File: src/rtl/core/mbe_pkg.sv
package mbe_pkg;

    // Fixed-point format of c and z.
    localparam int FRACTION_BITS = 28;
    localparam int C_W           = 32;
    localparam int Z_W           = 36;
    localparam int LIMIT_W       = 10;

    // Multiplier operands: |z part| <= 2 once the range check has passed.
    localparam int OP_W   = FRACTION_BITS + 3;
    localparam int PROD_W = 2 * OP_W;
    localparam int SUM_W  = PROD_W + 1;

    localparam logic [LIMIT_W-1:0] LIMIT_RESET = LIMIT_W'(110);
    localparam logic [Z_W-1:0]     TWO_Z       = Z_W'(2) << FRACTION_BITS;
    localparam logic [SUM_W-1:0]   FOUR_SQ     = SUM_W'(4) << (2 * FRACTION_BITS);

    typedef enum logic [1:0] {
        ST_IDLE,
        ST_MUL,
        ST_CHK,
        ST_DONE
    } state_t;

    // Sequencer commands to the datapath.
    typedef struct packed {
        logic in_ready;
        logic load;
        logic mul;
        logic step;
        logic finish;
    } ctrl_t;

    // Datapath flags back to the sequencer.
    typedef struct packed {
        logic big;
        logic outside;
    } status_t;

endpackage

File: src/rtl/core/mbe_ctrl.sv
module mbe_ctrl (
    input  logic                             clk,
    input  logic                             rst_n,
    input  logic                             in_valid,
    input  logic                             out_free,
    input  logic [mbe_pkg::LIMIT_W-1:0]      limit,
    input  mbe_pkg::status_t                 status,
    output mbe_pkg::ctrl_t                   ctrl,
    output logic [mbe_pkg::LIMIT_W-1:0]      count,
    output logic                             escaped
);

    mbe_pkg::state_t               state_reg;
    mbe_pkg::state_t               state_next;
    logic [mbe_pkg::LIMIT_W-1:0]   count_reg;
    logic [mbe_pkg::LIMIT_W-1:0]   count_next;
    logic                          below_limit;

    assign below_limit = count_reg < limit;

    always_comb
    begin
        state_next = state_reg;
        unique case (state_reg)
            mbe_pkg::ST_IDLE:
            begin
                if (in_valid)
                    state_next = mbe_pkg::ST_MUL;
            end
            mbe_pkg::ST_MUL:
            begin
                if (status.big)
                    state_next = mbe_pkg::ST_DONE;
                else
                    state_next = mbe_pkg::ST_CHK;
            end
            mbe_pkg::ST_CHK:
            begin
                if (status.outside || !below_limit)
                    state_next = mbe_pkg::ST_DONE;
                else
                    state_next = mbe_pkg::ST_MUL;
            end
            mbe_pkg::ST_DONE:
            begin
                if (out_free)
                    state_next = mbe_pkg::ST_IDLE;
            end
        endcase
    end

    always_comb
    begin
        ctrl = '0;
        unique case (state_reg)
            mbe_pkg::ST_IDLE:
            begin
                ctrl.in_ready = 1'b1;
                ctrl.load     = in_valid;
            end
            mbe_pkg::ST_MUL:
            begin
                ctrl.mul = !status.big;
            end
            mbe_pkg::ST_CHK:
            begin
                ctrl.step = !status.outside && below_limit;
            end
            mbe_pkg::ST_DONE:
            begin
                ctrl.finish = out_free;
            end
        endcase
    end

    always_comb
    begin
        count_next = count_reg;
        if (ctrl.load)
            count_next = '0;
        else if (ctrl.step)
            count_next = count_reg + mbe_pkg::LIMIT_W'(1);
    end

    always_ff @(posedge clk or negedge rst_n)
    begin
        if (!rst_n)
        begin
            state_reg <= mbe_pkg::ST_IDLE;
            count_reg <= '0;
        end
        else
        begin
            state_reg <= state_next;
            count_reg <= count_next;
        end
    end

    assign count   = count_reg;
    assign escaped = below_limit;

`ifndef SYNTHESIS
    a_load_starts: assert property (@(posedge clk) disable iff (!rst_n)
        ctrl.load |=> (state_reg == mbe_pkg::ST_MUL) && (count_reg == '0))
        else $error("load did not start a fresh iteration");

    a_step_counts: assert property (@(posedge clk) disable iff (!rst_n)
        ctrl.step |=> (count_reg == $past(count_reg) + mbe_pkg::LIMIT_W'(1))
                      && (state_reg == mbe_pkg::ST_MUL))
        else $error("iteration step did not advance the count");

    a_finish_idles: assert property (@(posedge clk) disable iff (!rst_n)
        ctrl.finish |=> state_reg == mbe_pkg::ST_IDLE)
        else $error("finish did not return to idle");

    a_one_command: assert property (@(posedge clk) disable iff (!rst_n)
        $onehot0({ctrl.load, ctrl.mul, ctrl.step, ctrl.finish}))
        else $error("more than one sequencer command at once");
`endif

endmodule

File: config.mk
export PLATFORM = sky130hd
export DESIGN_NAME = mbe_ctrl
export DESIGN_NICKNAME = d
export VERILOG_FILES = /design/src/rtl/core/mbe_pkg.sv /design/src/rtl/core/mbe_ctrl.sv
export SDC_FILE = /design/constraint.sdc
export NUM_CORES = 1
export LEC_CHECK = 0
export ABC_AREA = 1
export BUFFER_PORTS_ARGS = -buffer_cell sky130_fd_sc_hd__buf_4
export CAP_MARGIN = 20
export CORE_MARGIN = 5
export CORE_UTILIZATION = 54
export DETAILED_ROUTE_END_ITERATION = 8
export GPL_TIMING_DRIVEN = 0
export PLACE_DENSITY = 0.86
export SLEW_MARGIN = 20
export SYNTH_ARGS = -nofsm -noshare
export SYNTH_HDL_FRONTEND = slang
export SYNTH_SLANG_ARGS = --single-unit
File: constraint.sdc
create_clock -name clk -period 2.8 [get_ports clk]
set_clock_uncertainty 0.1 [all_clocks]
set_input_delay 0 -clock clk [delete_from_list [all_inputs] [get_ports clk]]
set_output_delay 0 -clock clk [all_outputs]
set_load 0.05 [all_outputs]
Word level (Yosys, flattened, before mapping)
Index checks and enable logic that the tools add are counted.

word-level totals
  register bits = 12
  latch bits = 0
  bits in writable memories = 0
  bits in read-only memories = 0
  bits of input ports = 16
  output and inout port bits = 16
  word-level logic and storage cells = 28
  memories = 0

cells by class
  add/subtract/negate cells = 1
  $mul = 0
  div/mod/pow operators = 0
  order comparisons = 1
  equal/unequal tests = 5
  shift-type cells = 0
  multiplexer cells = 11
  bitwise logic cells = 0
  reductions and logical operators = 8

operator list
  cell                   number
  $mux 10                2
  $add 10x1->10 const B  1
  $lt 10x10->1           1
  $mux 2                 4
  $pmux 2 s4             1
  $eq 2x2->1 const B     2
  $mux 1                 4
  $ne 2x2->1 const B     2
  $logic_not 1->1        3
  $eq 2x1->1 const B     1
  $logic_not 2->1        1
  $reduce_and 2->1       1
  $reduce_bool 2->1      1
  $logic_and 1x1->1      1
  $logic_or 1x1->1       1

Depth between registers and ports, before layout
  depth in word-level cells = 5
  mapped depth = 11
  gate-level depth less buffers = 11

Least setup slack after synthesis
OpenSTA, ideal clock, no wires.

  path kind = reg-to-reg
  from = reg count_reg (netlist bit count[3])
  to = reg count_reg (netlist bit count[1])
  setup time = 0.066 ns
  arrival = 1.984 ns
  data required time = 2.634 ns
  slack = 0.649 ns
  cell stages (with the launch flop) = 11
  buffers on the path = 0
  clock period less this slack = 2.151 ns
  cells stage by stage = dfrtp_1 > ha_1 > nand2_1 > nand2_1 > nand2_1 > nand2_1 > a21oi_1 > nand4_2 > inv_1 > nand2_1 > nand2_1

RTL lines
  item                    line            RTL
  start, declared         mbe_ctrl.sv:15  logic [mbe_pkg::LIMIT_W-1:0] count_reg;
  start signal, assigned  mbe_ctrl.sv:95  count_reg <= count_next;

==> flow_metrics.env <==
export IMPL_status="completed"
export IMPL_vias_per_cell=5.31
export IMPL_avgSynthCellArea_sq_um=6.94
export IMPL_swShare=0.491
export IMPL_slew_viol_final=0
export IMPL_synth_top_area_cell="dfrtp_1"
export IMPL_fin_setup_tns_ns=0
export IMPL_worstHoldStart="limit[0]"
export IMPL_antenna_found_initial=0
export IMPL_totalWireLength_mm=2.77
export IMPL_maxCapViolCount=0
export IMPL_mostFrequentLayoutCells="nand2_1 (41), buf_4 (31), inv_1 (30)"
export IMPL_p_leak_nw=0.868
export IMPL_hold_violations=0
export IMPL_nNetsFinal=217
export IMPL_final_common_cell="nand2_1"
export IMPL_gp_congestion=0.800
export IMPL_fin_crit_sh=0.717
export IMPL_worst_pin_slew_ns=0.565
export IMPL_end_kind="primary output"
export IMPL_final_setup_worst_slack_ns=0.793
export IMPL_p_seq_frac=0.314
export IMPL_cpLargestDelayFamily="flip-flops"
export IMPL_grt_pass1_wl_mm=4.56
export IMPL_synth_area_leaders="dfrtp_1 (29%), nand2_1 (15%), ha_1 (12%), inv_1 (11%), nand3_1 (6.8%)"
export IMPL_grt_pass1_vias=1052
export IMPL_die_w_microns=53.8
export IMPL_cp_slowest_cell="dfrtp_1"
export IMPL_total_power_mw=0.835
export IMPL_cp_max_fo=7
export IMPL_clkLatencyLatePin_ns=0.29
export IMPL_antenna_left=0
export IMPL_cts_tree="done"
export IMPL_grtUsageTotal=0.221
export IMPL_cts_setup_buffers=0
export IMPL_rsz0062_at_grt="no"
export IMPL_largest_register_ffs=10
export IMPL_p_sw_mw=0.410
export IMPL_syn_nets=175
export IMPL_start_kind="register"
export IMPL_remaining_drc_errors=0
export IMPL_synthCells=149
export IMPL_grt_max_degree=13
export IMPL_cts_buffers=3
export IMPL_dpl_worst_slack_ns=1.00
export IMPL_cp_common_cell="nand2_1"
export IMPL_place_area_sq_um=1300
export IMPL_cp_cell_sequence="ha_1 > nand2_1 > nand2_1 > nand2_1 > nand2_1 > a21oi_1 > nand4_2 > inv_1 > buf_4"
export IMPL_vias=1141
export IMPL_crit_path_max_incr_delay_ns=0.49
export IMPL_pwr_share_comb=0.513
export IMPL_synth_top_cell_area_share=0.290
export IMPL_dieArea_sq_um=2890
export IMPL_cts_sinks=12
export IMPL_power_density_nw_per_um2=598
export IMPL_r2r_end="count[6]"
export IMPL_r2r_cells=10
export IMPL_clockBufferDepth=2
export IMPL_initial_utilization=0.580
export IMPL_design_area_sq_um=1400
export IMPL_io_buffer_count=31
export IMPL_ys_seq_area_frac=0.290
export IMPL_drive_above_1_share=0.237
export IMPL_min_path_type="in -> reg"
export IMPL_io_pins=32
export IMPL_cts_root_buf="clkbuf_4"
export IMPL_netlist_area_sq_um=1030
export IMPL_finalCriticalPeriod_ns=2.01
export IMPL_cts_max_level=1
export IMPL_intPower_mw=0.425
export IMPL_drtIter0Drc=36
export IMPL_clockPowerShare=0.173
export IMPL_worst_slew_margin_rel=0.622
export IMPL_critPathBufInv=2
export IMPL_yosys_warnings=0
export IMPL_rows=15
export IMPL_firstDrtPassIters=4
export IMPL_routedWlPerCell_microns=12.9
export IMPL_worstPathRequired_ns=2.70
export IMPL_r2r_slack_ns=0.97
export IMPL_ys_types=19
export IMPL_r2r_start="count[3]"
export IMPL_synth_seq_cells=12
export IMPL_antennaDiodeCount=0
export IMPL_whs_endpoint="count[1]"
export IMPL_finalSetupViolCount=0
export IMPL_criticalPathCategory="reg -> out"
export IMPL_peakVddDrop_v=0.000484
export IMPL_cp_arrival_ns=1.91
export IMPL_synthToLayoutAreaGrowth_pct=34.8
export IMPL_die_y_microns=53.8
export IMPL_core_area_sq_um=1780
export IMPL_gr_total_overflow=0
export IMPL_place_hpwl_mm=2.04
export IMPL_clk_pin_slew_ns=0.08
export IMPL_min_path_cells=9
export IMPL_max_freq_mhz=498
[worst max-delay path by stage]
stage	slack, ns	depth (start not counted)	start	end
global placement	1.05	10	count[3]	count[8]
global route	0.64	9	count[3]	ctrl[1]
CTS	0.80	9	count[3]	ctrl[1]
finish	0.79	9	count[3]	ctrl[1]
detailed placement	1.00	10	count[3]	count[6]
floorplan	0.65	10	count[3]	count[1]
[stage by stage]
step                      cells  hold slack [ns]  utilization
after floorplan             149           -0.396            -
after global placement      205           -0.253        0.728
after detailed placement    205           -0.254        0.728
after CTS                   215            0.308        0.782
after global routing        215            0.382        0.782
final                       215            0.313        0.782
[Yosys cell counts (all sizes together)]
master,number
a21oi,4
and3,1
buf,3
dfrtp,12
ha,10
inv,31
nand2,41
nand3,16
nand4,11
nor2,10
nor3,3
or2,1
xnor2,1
xor2,5
[power groups by stage]
stage               sequential [mW]  clock, mW  combinational [mW]
global route                  0.267      0.154               0.463
floorplan                     0.312          0               0.238
detailed placement            0.264          0               0.419
finish                        0.263      0.144               0.428
global placement              0.260          0               0.408
CTS                           0.261      0.143               0.427
[metal layers]
metal	GRT usage	wire length (microns)	vias up
met5	0	0	-
met2	0.433	1520	47
met4	0.0681	21	0
met1	0.230	1020	531
met3	0.0443	206	4
li1	-	-	559
[cell families after synthesis]
logic type | share of synthesized area
buffers and inverters | 0.133
AND/OR/NAND/NOR | 0.386
flip-flops | 0.290
adder cells (fa/ha/maj) | 0.121
AO/OA/AOI/OAI | 0.0193
XOR/XNOR | 0.0508
[area by class of cell]
cell class                 count  area [sq um]
fill                         129           388
inverter                      31           116
sequential                    12           300
timing repair buffer          37           293
tap                           25          31.3
clock buffer                   4          36.3
buffer                         3          21.3
multi-input combinational    103           597
[worst min-delay path: stages]
cell and delay [ns]:
buf_4 0.08, nand2_1 0.04, nand2_1 0.07, nand2_1 0.08, nand3_2 0.09, nand4_2 0.12
inv_1 0.10, nand2_1 0.05, nand2_1 0.05
[what timing repair did]
action | in CTS | in global routing
hold endpoints to repair | 23 | 0
resized for setup | 0 | 0
hold buffers | 6 | 0
Note: power is estimated with default switching activity, not from simulation.
